**src/sv/sbq_pkg.sv**
```systemverilog
`timescale 1ns / 1ps
// ----------------------------------------------------------------------------
// sbq_pkg
// Types, coefficient tables and fixed-point constants of the bandpass biquad.
// ----------------------------------------------------------------------------
package sbq_pkg;

   localparam int NUM_BANDS   = 4;
   localparam int FRAC_BITS   = 16;
   localparam int STATE_WIDTH = 32;
   localparam int COEF_BITS   = 14;
   localparam int RECIP_BITS  = 24;
   localparam int TABLE_DEPTH = 4;

   typedef logic        [1:0]  band_type;
   typedef logic signed [7:0]  sample_type;
   typedef logic signed [24:0] recip_type;
   typedef logic signed [15:0] coef_type;

   // 1/gain in Q24
   localparam recip_type RECIP_GAIN [TABLE_DEPTH] = '{
      25'sd2813596, 25'sd1504422, 25'sd2784053, 25'sd4052381
   };

   // feedback on y delayed two, Q14
   localparam coef_type COEF_A [TABLE_DEPTH] = '{
      -16'sd10947, -16'sd13446, -16'sd10947, -16'sd8757
   };

   // feedback on y delayed one, Q14
   localparam coef_type COEF_B [TABLE_DEPTH] = '{
      16'sd23170, 16'sd8701, -16'sd5437, -16'sd23170
   };

endpackage

```
**src/sv/sbq_scale.sv**
```systemverilog
`timescale 1ns / 1ps
// ----------------------------------------------------------------------------
// sbq_scale
// Scales a raw sample by the band's reciprocal gain into the state format.
// ----------------------------------------------------------------------------
module sbq_scale #(
   parameter int FRAC_BITS   = sbq_pkg::FRAC_BITS,
   parameter int STATE_WIDTH = sbq_pkg::STATE_WIDTH
) (
   input  sbq_pkg::sample_type     sample_in,
   input  sbq_pkg::band_type       band,
   output logic signed [STATE_WIDTH-1:0] scaled
);
   import sbq_pkg::*;

   localparam int PW        = 34;
   localparam int SHIFT     = RECIP_BITS - FRAC_BITS;
   localparam logic signed [PW-1:0] HALF = (PW'(1) << SHIFT) >>> 1;

   logic signed [32:0]   prod;
   logic signed [PW-1:0] rounded;

   always_comb begin
      prod    = sample_in * RECIP_GAIN[band];
      rounded = (PW'(prod) + HALF) >>> SHIFT;
      scaled  = STATE_WIDTH'(rounded);
   end

endmodule

```
**src/sv/sbq_core.sv**
```systemverilog
`timescale 1ns / 1ps
// ----------------------------------------------------------------------------
// sbq_core
// Recursion of the biquad: holds the delay line and forms the next output.
// ----------------------------------------------------------------------------
module sbq_core #(
   parameter int STATE_WIDTH = sbq_pkg::STATE_WIDTH
) (
   input  logic                          clock,
   input  logic                          reset,
   input  logic                          advance,
   input  logic signed [STATE_WIDTH-1:0] scaled,
   input  sbq_pkg::band_type             band,
   output logic signed [STATE_WIDTH-1:0] y_next
);
   import sbq_pkg::*;

   localparam int W  = STATE_WIDTH;
   localparam int AW = STATE_WIDTH + 18;
   localparam logic signed [AW-1:0] HALF = (AW'(1) << COEF_BITS) >>> 1;

   logic signed [W-1:0]  x_d1_ff, x_d2_ff, y_d1_ff, y_d2_ff;
   logic signed [W+15:0] prod_a, prod_b;
   logic signed [AW-1:0] fb_sum, fb_scaled, y_full;

   always_comb begin
      prod_a    = COEF_A[band] * y_d2_ff;
      prod_b    = COEF_B[band] * y_d1_ff;
      fb_sum    = AW'(prod_a) + AW'(prod_b) + HALF;
      fb_scaled = fb_sum >>> COEF_BITS;
      y_full    = AW'(scaled) - AW'(x_d2_ff) + fb_scaled;
      y_next    = W'(y_full);
   end

   // shift the delay line once per word
   always_ff @(posedge clock) begin
      if (reset) begin
         x_d1_ff <= '0;
         x_d2_ff <= '0;
         y_d1_ff <= '0;
         y_d2_ff <= '0;
      end else if (advance) begin
         x_d2_ff <= x_d1_ff;
         x_d1_ff <= scaled;
         y_d2_ff <= y_d1_ff;
         y_d1_ff <= y_next;
      end
   end

endmodule

```
**src/sv/sbq_sat.sv**
```systemverilog
`timescale 1ns / 1ps
// ----------------------------------------------------------------------------
// sbq_sat
// Converts a state-format value to an 8-bit sample: truncate toward zero,
// then saturate.
// ----------------------------------------------------------------------------
module sbq_sat #(
   parameter int FRAC_BITS   = sbq_pkg::FRAC_BITS,
   parameter int STATE_WIDTH = sbq_pkg::STATE_WIDTH
) (
   input  logic signed [STATE_WIDTH-1:0] y,
   output sbq_pkg::sample_type           sample_out
);
   import sbq_pkg::*;

   localparam int QW = STATE_WIDTH + 1;
   localparam logic signed [QW-1:0] BIAS = (QW'(1) << FRAC_BITS) - QW'(1);
   localparam logic signed [QW-1:0] QMAX = QW'(127);
   localparam logic signed [QW-1:0] QMIN = -QW'(128);

   logic signed [QW-1:0] biased, q;

   always_comb begin
      // bias negatives so the arithmetic shift rounds toward zero
      biased = QW'(y) + (y[STATE_WIDTH-1] ? BIAS : '0);
      q      = biased >>> FRAC_BITS;
      if (q > QMAX) begin
         sample_out = 8'sd127;
      end else if (q < QMIN) begin
         sample_out = -8'sd128;
      end else begin
         sample_out = 8'(q);
      end
   end

endmodule

```
**src/sv/switchable_biquad_bandpass_top.sv**
```systemverilog
`timescale 1ns / 1ps
// ----------------------------------------------------------------------------
// switchable_biquad_bandpass_top
// Second-order bandpass IIR with four selectable bands, 8-bit in and out.
// ----------------------------------------------------------------------------
// The block takes one signed 8-bit sample and a band select per word and
// returns one filtered signed 8-bit sample per word, in order. It accepts a
// new word every clock cycle while rsp_stall is low. An accepted word sits in
// the input register and is then loaded into the result register, where it
// shows on rsp_valid; it waits in the input register while rsp_stall holds a
// full result register, and in the result register while rsp_stall is high.
// The input register already carries the sample scaled by the band's
// reciprocal gain; the feedback recursion (two coefficient multiplies and the
// sum into the delay line) sits between the input and result registers, and
// it is that loop through the stored outputs that sets the rate. A band
// select at or above the number of bands uses the last band. Filter state is
// wide and never clipped; only the output is truncated toward zero and
// saturated to -128..127. Reset clears the delay line to zero.
// ----------------------------------------------------------------------------
module switchable_biquad_bandpass_top #(
   parameter int FRAC_BITS   = sbq_pkg::FRAC_BITS,
   parameter int STATE_WIDTH = sbq_pkg::STATE_WIDTH
) (
   input  logic                clock,
   input  logic                reset,
   input  logic                req_valid,
   output logic                req_stall,
   input  sbq_pkg::sample_type req_sample_in,
   input  sbq_pkg::band_type   req_mode,
   output logic                rsp_valid,
   input  logic                rsp_stall,
   output sbq_pkg::sample_type rsp_sample_out
);
   import sbq_pkg::*;

   logic                          in_vld_ff, in_vld_in;
   logic                          rsp_vld_ff, rsp_vld_in;
   logic signed [STATE_WIDTH-1:0] in_x_ff, rsp_y_ff;
   band_type                      in_band_ff;
   band_type                      band_sel;
   logic signed [STATE_WIDTH-1:0] x_scaled, y_next;
   logic                          req_accept, advance;

   // clamp an out-of-range band to the last one
   assign band_sel = (4'(req_mode) >= 4'(NUM_BANDS)) ? 2'(NUM_BANDS - 1) : req_mode;

   // advance the input word when the result register is empty or draining
   assign advance    = in_vld_ff && (!rsp_vld_ff || !rsp_stall);
   assign req_stall  = in_vld_ff && !advance;
   assign req_accept = req_valid && !req_stall;

   always_comb begin
      in_vld_in  = req_accept ? 1'b1 : (advance ? 1'b0 : in_vld_ff);
      rsp_vld_in = advance ? 1'b1 : (rsp_stall ? rsp_vld_ff : 1'b0);
   end

   // scale at the port so the input register holds x directly
   sbq_scale #(
      .FRAC_BITS   (FRAC_BITS),
      .STATE_WIDTH (STATE_WIDTH)
   ) u_sbq_scale (
      .sample_in (req_sample_in),
      .band      (band_sel),
      .scaled    (x_scaled)
   );

   sbq_core #(
      .STATE_WIDTH (STATE_WIDTH)
   ) u_sbq_core (
      .clock   (clock),
      .reset   (reset),
      .advance (advance),
      .scaled  (in_x_ff),
      .band    (in_band_ff),
      .y_next  (y_next)
   );

   sbq_sat #(
      .FRAC_BITS   (FRAC_BITS),
      .STATE_WIDTH (STATE_WIDTH)
   ) u_sbq_sat (
      .y          (rsp_y_ff),
      .sample_out (rsp_sample_out)
   );

   // handshake control
   always_ff @(posedge clock) begin
      if (reset) begin
         in_vld_ff  <= 1'b0;
         rsp_vld_ff <= 1'b0;
      end else begin
         in_vld_ff  <= in_vld_in;
         rsp_vld_ff <= rsp_vld_in;
      end
   end

   // payload: load on accept / advance, hold otherwise
   always_ff @(posedge clock) begin
      if (req_accept) begin
         in_x_ff    <= x_scaled;
         in_band_ff <= band_sel;
      end
      if (advance) begin
         rsp_y_ff <= y_next;
      end
   end

   assign rsp_valid = rsp_vld_ff;

endmodule

```
**config.mk**
```make
export PLATFORM = sky130hd
export DESIGN_NAME = switchable_biquad_bandpass_top
export DESIGN_NICKNAME = d
export VERILOG_FILES = /design/src/sv/sbq_pkg.sv /design/src/sv/sbq_scale.sv /design/src/sv/sbq_core.sv /design/src/sv/sbq_sat.sv /design/src/sv/switchable_biquad_bandpass_top.sv
export SDC_FILE = /design/constraint.sdc
export NUM_CORES = 2
export LEC_CHECK = 0
export BUFFER_PORTS_ARGS = -buffer_cell sky130_fd_sc_hd__buf_2
export CORE_MARGIN = 5
export CORE_UTILIZATION = 60
export DETAILED_ROUTE_END_ITERATION = 7
export PLACE_DENSITY = 0.82
export SYNTH_ARGS = -nofsm -noshare
export SYNTH_HDL_FRONTEND = slang
export SYNTH_SLANG_ARGS = --single-unit
```
**constraint.sdc**
```tcl
create_clock -name clock -period 13.7 [get_ports clock]
set_input_delay 1.37 -clock clock [delete_from_list [all_inputs] [get_ports clock]]
set_output_delay 1.37 -clock clock [all_outputs]
set_load 0.02 [all_outputs]
```
# Word-level counts from Yosys, hierarchy flattened
# Index checks and enable logic that the tools add are counted.
# W data, S select, Z words.
dict set report classes {
  n_reduce_logical 9
  addsub 6
  bitwise 2
  mux 16
  n_eq_ne 1
  shifts 0
  div_mod_pow 0
  order_cmp 4
  n_mul 3
}
# cell n
set op_table {}
lappend op_table {{$mul A16 B32 Y46} 2}
lappend op_table {{$mux W16} 5}
lappend op_table {{$bmux W16 S2} 2}
lappend op_table {{$bmux W25 S2} 1}
lappend op_table {{$mux W25} 2}
lappend op_table {{$add A46 B15 Y46 const B} 1}
lappend op_table {{$add A46 B46 Y46} 1}
lappend op_table {{$add A33 B9 Y34 const B} 1}
lappend op_table {{$add A32 B17 Y33} 1}
lappend op_table {{$mul A8 B25 Y33} 1}
lappend op_table {{$add A32 B32 Y32} 1}
lappend op_table {{$sub A26 B26 Y27} 1}
lappend op_table {{$gt A17 B8 Y1 const B} 1}
lappend op_table {{$lt A17 B8 Y1 const B} 1}
lappend op_table {{$mux W8} 2}
lappend op_table {{$ge A3 B3 Y1 const B} 2}
lappend op_table {{$not A2 Y3} 2}
lappend op_table {{$logic_not A1 Y1} 4}
lappend op_table {{$mux W1} 4}
lappend op_table {{$logic_and A1 B1 Y1} 3}
lappend op_table {{$ne A2 B1 Y1 const B} 1}
lappend op_table {{$reduce_bool A2 Y1} 1}
lappend op_table {{$logic_or A1 B1 Y1} 1}
dict set report totals {
  register_bits 178
  out_inout_bits 10
  mem_count 0
  word_cells 50
  romBits 0
  ramBits 0
  latch_bits 0
  in_bits 14
}

# Longest topological paths before layout
dict set report logic_depth {
  ltp_word 8
  depth_mapped 49
  ltp_nobuf 44
}

# Hierarchy
# From an unflattened synthesis, not the netlist that was laid out.
dict set report hier_totals {
  hier_cells 4766
  area_unflattened_um2 46901.2
}
# mod cells_per_inst n_inst area_each_um2 seq_area_each_um2
set by_module_without_submodules {}
lappend by_module_without_submodules {sbq_core 3876 1 37863.8 2562.5}
lappend by_module_without_submodules {sbq_scale 684 1 6053.3 0.0}
lappend by_module_without_submodules {switchable_biquad_bandpass_top 76 1 2068.2 2021.9}
lappend by_module_without_submodules {sbq_sat 130 1 915.9 0.0}

# Least setup slack after synthesis
# OpenSTA, ideal clock, no wires.
dict set report synth_timing {
  path_kind {reg2reg}
  from {register in_band_ff[1]}
  to {register rsp_y_ff[31] (data pin)}
  setup_ns 0.252
  n_path_buf 6
  arrival_time_ns 11.364
  slack_ns 2.084
  synth_period_minus_slack_ns 11.616
  stages_incl_launch_ff 49
  required_ns 13.448
  cell_sequence {edfxtp_1 inv_1 clkbuf_1 clkbuf_1 ha_1 clkbuf_1 or2_2 clkbuf_1 clkbuf_1 clkbuf_1 nand2_1 fa_1 inv_1 fa_1 inv_1 fa_1 inv_1 fa_1 [... 13 more ...] nor4_2 o21bai_1 a21o_1 a21o_1 a21o_1 a21oi_1 xnor2_1 ha_1 a21o_1 a21o_1 a21oi_1 a21oi_1 a311oi_1 nor2_1 a2111oi_0 o21bai_1 xor3_1 inv_1}
}
dict set report synth_via {
  elab_chain_len 8
  word_cells_on_any_way 12
  classes_between {3 x add/sub; 2 x mul; 6 x mux; 1 x bitwise}
}
# item line_no
set synth_lines {}
lappend synth_lines {{start, declared} switchable_biquad_bandpass_top.sv:39} ;# band_type in_band_ff;
lappend synth_lines {{start signal, assigned} switchable_biquad_bandpass_top.sv:101} ;# in_band_ff <= band_sel;
lappend synth_lines {{$not A2 Y3 (not written as such) *} {sbq_core.sv:27, sbq_core.sv:28}}
lappend synth_lines {{$bmux W16 S2 (on tied branches)} {sbq_core.sv:27, sbq_core.sv:28}}
lappend synth_lines {{$mux W16 (on tied branches) (2 in series)} {sbq_core.sv:27, sbq_core.sv:28}}
lappend synth_lines {{$mul A16 B32 Y46 (on tied branches)} {sbq_core.sv:27, sbq_core.sv:28}}
lappend synth_lines {{$add A46 B46 Y46 *} sbq_core.sv:29} ;# fb_sum = AW'(prod_a) + AW'(prod_b) + HALF;
lappend synth_lines {{$add A46 B15 Y46 *} sbq_core.sv:29}
lappend synth_lines {{$add A32 B32 Y32 *} sbq_core.sv:31} ;# y_full = AW'(scaled) - AW'(x_d2_ff) + fb_scaled;
lappend synth_lines {{named net u_sbq_core.y_full[31]} sbq_core.sv:24} ;# logic signed [AW-1:0] fb_sum, fb_scaled, y_full;
lappend synth_lines {{end signal, assigned} switchable_biquad_bandpass_top.sv:104} ;# rsp_y_ff <= y_next;
lappend synth_lines {{end, declared} switchable_biquad_bandpass_top.sv:38} ;# logic signed [STATE_WIDTH-1:0] in_x_ff, rsp_y_ff;
# Mark *: on every way through the listed nets, which the timed path passes. The rest lies on a longest branch. The select of a mux whose other input is x is not followed.
# A chain may end at the register's enable or synchronous reset.

# Final worst setup path
dict set report layout_timing {
  from {register in_band_ff[1]}
  to {register u_sbq_core.y_d1_ff[31]}
}
dict set report layout_via {
  elab_chain_len 8
  word_cells_on_any_way 12
  classes_between {3 x add/sub; 2 x mul; 6 x mux; 1 x bitwise}
}
# item line_no
set layout_lines {}
lappend layout_lines {{$not A2 Y3 (not written as such) *} {sbq_core.sv:27, sbq_core.sv:28}}
lappend layout_lines {{$bmux W16 S2 (on tied branches)} {sbq_core.sv:27, sbq_core.sv:28}}
lappend layout_lines {{$mux W16 (on tied branches) (2 in series)} {sbq_core.sv:27, sbq_core.sv:28}}
lappend layout_lines {{$mul A16 B32 Y46 (on tied branches)} {sbq_core.sv:27, sbq_core.sv:28}}
lappend layout_lines {{$add A46 B46 Y46 *} sbq_core.sv:29}
lappend layout_lines {{$add A46 B15 Y46 *} sbq_core.sv:29}
lappend layout_lines {{$add A32 B32 Y32 *} sbq_core.sv:31}
lappend layout_lines {{end signal, assigned} sbq_core.sv:46} ;# y_d1_ff <= y_next;
lappend layout_lines {{end, declared} sbq_core.sv:22} ;# logic signed [W-1:0] x_d1_ff, x_d2_ff, y_d1_ff, y_d2_ff;
# Every way passes the cells marked *; elsewhere a longest branch is shown, timed or not. The select of a mux whose other input is x is not followed.

==> qor.txt <==
Final setup margin -> 1.14 ns
Syn Std Cell Area -> 45,600 µm²
Share of cells above drive strength 1 -> 2.58%
Setup CP Type -> reg2reg
Worst skew pair latency -> 0.46 ns
Critical Path RT -> 14.08 ns
CTS sink cnt -> 178
Hpwl dp -> 101,000 µm
Cell area after layout -> 47,400 µm²
Post-Place Setup Slack -> 1.31 ns
Area Growth Syn to Fin -> 3.81%
Most used cell along the critical path -> fa_1
Top cell type's share of synthesized area -> 47.3%
CP Launch Type -> register
Final hold violation count -> 0
Clock skew -> 0.0135 ns
PortBufs -> 23
Crit path time final -> 12.56 ns
Fmax -> 79.6 MHz
Post-Route Setup TNS -> 0 ns
Post-synth top cells -> inv_1, fa_1, nand2_1
First-pass GRT wire length -> 189,000 µm
Routed vias/inst -> 5.49
Gr usage total -> 29.6%
Slew @ Worst Pin -> 1.04 ns
Most used DFF post-synth -> dfxtp_1
Layout fillers -> 6,071
Top Ports -> 24
Synth Register Bits -> 178
Area contributors post-synth -> fa_1, ha_1, inv_1
Die width -> 286 µm
CP endpoint kind -> register
Slew Viols, Final -> 0
Dpl cell area -> 46,800 µm²
Number of synthesized flops with an enable pin -> 60
Largest net degree at the start of global routing -> 80
Drc violations -> 0
# setup viols final -> 0
Vias -> 31,500
Worst EP arrival -> 12.94 ns
Routed wl met2 -> 54,300 µm
Number of CTS-inserted buffers -> 17
Syn nets -> 6,324
Most common cell in the netlist -> inv_1
YS warnings -> 0
Distinct cells, synth -> 68
Utilization after layout -> 62.6%
Clock transition at path regs -> 0.08 ns
Gates resized, CTS repair -> 0
Core box area -> 75,700 µm²
Hold_buf cts -> 0
Met3 Wirelength -> 9490 µm
Nets -> 6,271
Async S/R FF share, synth -> 0%
Post-CTS Setup Bufs -> 0
Routed Antenna Nets -> 0
Initial core utilization -> 60.3%
Number of global-route vias before repair -> 34,900
GRT overflow -> 0
CTS tree -> done
Status -> completed
Max clock buf depth -> 2
RSZ-0062 raised after global routing -> no
Synth Instances -> 4,806
# rows -> 101
Die Y -> 286 µm
Top Metal Used -> met4
Wl on met1 -> 46,600 µm
Wire per inst -> 20.2 µm
HP Class -> reg2reg
Mean Syn Cell Area -> 9.50 µm²
CP max FO -> 37
Slowest cell on the critical path -> or2_2
Antenna violations before repair -> 2
CP peak stage delay -> 0.61 ns
Final WL -> 116,000 µm
Initial DRC Count -> 2,540
Sequential fraction of the synthesis area -> 9.12%
Placer Congestion -> 1.04
Die area -> 81,700 µm²
DRT Pass-1 Iters -> 6
Max-Cap Viols -> 0
Fin crit share -> 91.7%
H-tree Lvls -> 4
Max_slew headroom -> 30.5%
Clk root buf -> clkbuf_16
Post-synth top area cell -> fa_1
metal layers:
layer	up-vias	GRT usage (%)
li1	14000	-
met4	0	11.5
met3	323	5.13
met2	1310	48.0
met5	-	0
met1	15900	40.5
path summary, 6_finish.rpt:
| kind | start | to | slack, ns | cells after the start |
|---|---|---|---|---|
| max | in_band_ff[1] | u_sbq_core.y_d1_ff[31] | 1.14 | 43 |
| min | u_sbq_core.x_d1_ff[3] | u_sbq_core.x_d2_ff[3] | 0.45 | 2 |
| max reg2reg | in_band_ff[1] | u_sbq_core.y_d1_ff[31] | 1.14 | 43 |
| min reg2reg | u_sbq_core.x_d1_ff[3] | u_sbq_core.x_d2_ff[3] | 0.45 | 2 |
cells by family (layout without fill, tap and decap cells):
family / after synthesis / count (layout) / share of synthesized area [%]
buf+inv: 1516 / 1476 / 12.5
fa+ha+maj: 1504 / 1504 / 59.0
simple gates: 1042 / 1042 / 10.8
compound gates: 407 / 407 / 5.52
flops: 178 / 178 / 9.12
xor+xnor: 155 / 155 / 3.01
mux: 4 / 4 / 0.0987
other cells: 0 / 1 / 0
cell usage in the layout (no fill, tap or decap), types with 4 or more instances in the layout:
cell and instances:
a211oi_1 16, a21o_1 38, a21oi_1 202, a311oi_1 4, a31o_2 8, a31oi_1 8
and2_1 109, and3_1 8, buf_2 22, buf_4 36, clkbuf_16 17, clkinv_4 5
dfxtp_1 118, edfxtp_1 60, fa_1 1079, ha_1 422, inv_1 1385, inv_6 4
nand2_1 460, nand2b_1 118, nand3_1 12, nand4_1 12, nor2_1 166, nor2b_1 103
nor3_1 23, nor4_1 8, o21a_1 26, o21ai_0 48, o21ai_1 4, o21bai_1 12
or2_2 5, xnor2_1 117, xor2_1 37
registers in the layout, summed over array words and instances (netlist names):
register,count
u_sbq_core.x_d2_ff,26
in_x_ff,26
in_vld_ff,1
u_sbq_core.x_d1_ff,26
u_sbq_core.y_d2_ff,32
u_sbq_core.y_d1_ff,32
rsp_y_ff,32
rsp_valid,1
in_band_ff,2
worst max-delay path, delay by kind of cell, from the launching register on:
kind                       cells  cell delay, ns
adders and majority gates     11            4.89
AOI/OAI and AO/OA             15            3.43
and+or+nand+nor                6            1.39
buffers and inverters          9            2.02
xor gates and xnor gates       2            0.32
DFF                            1            0.37
final cells by class:
class | instances | area (µm²) | share of cell area (%)
diodes | 1 | 2.50 | 0.00528
clock buffers | 17 | 425 | 0.898
clock inverters | 15 | 166 | 0.351
inverters | 1386 | 5200 | 11.0
multi-input cells | 3112 | 35800 | 75.6
flip-flops and latches | 178 | 4160 | 8.79
well taps | 978 | 1220 | 2.58
repair buffers | 58 | 380 | 0.803
through the flow:
stage	hold slack, ns	instances
global route	0.469	5744
finish	0.448	5745
CTS	0.454	5744
detailed placement	0.445	5712
global placement	0.437	5712
floorplan	0.432	4806
Power is not shown: default switching activity piles up to over one toggle a cycle in this logic, so the estimate is an artifact.
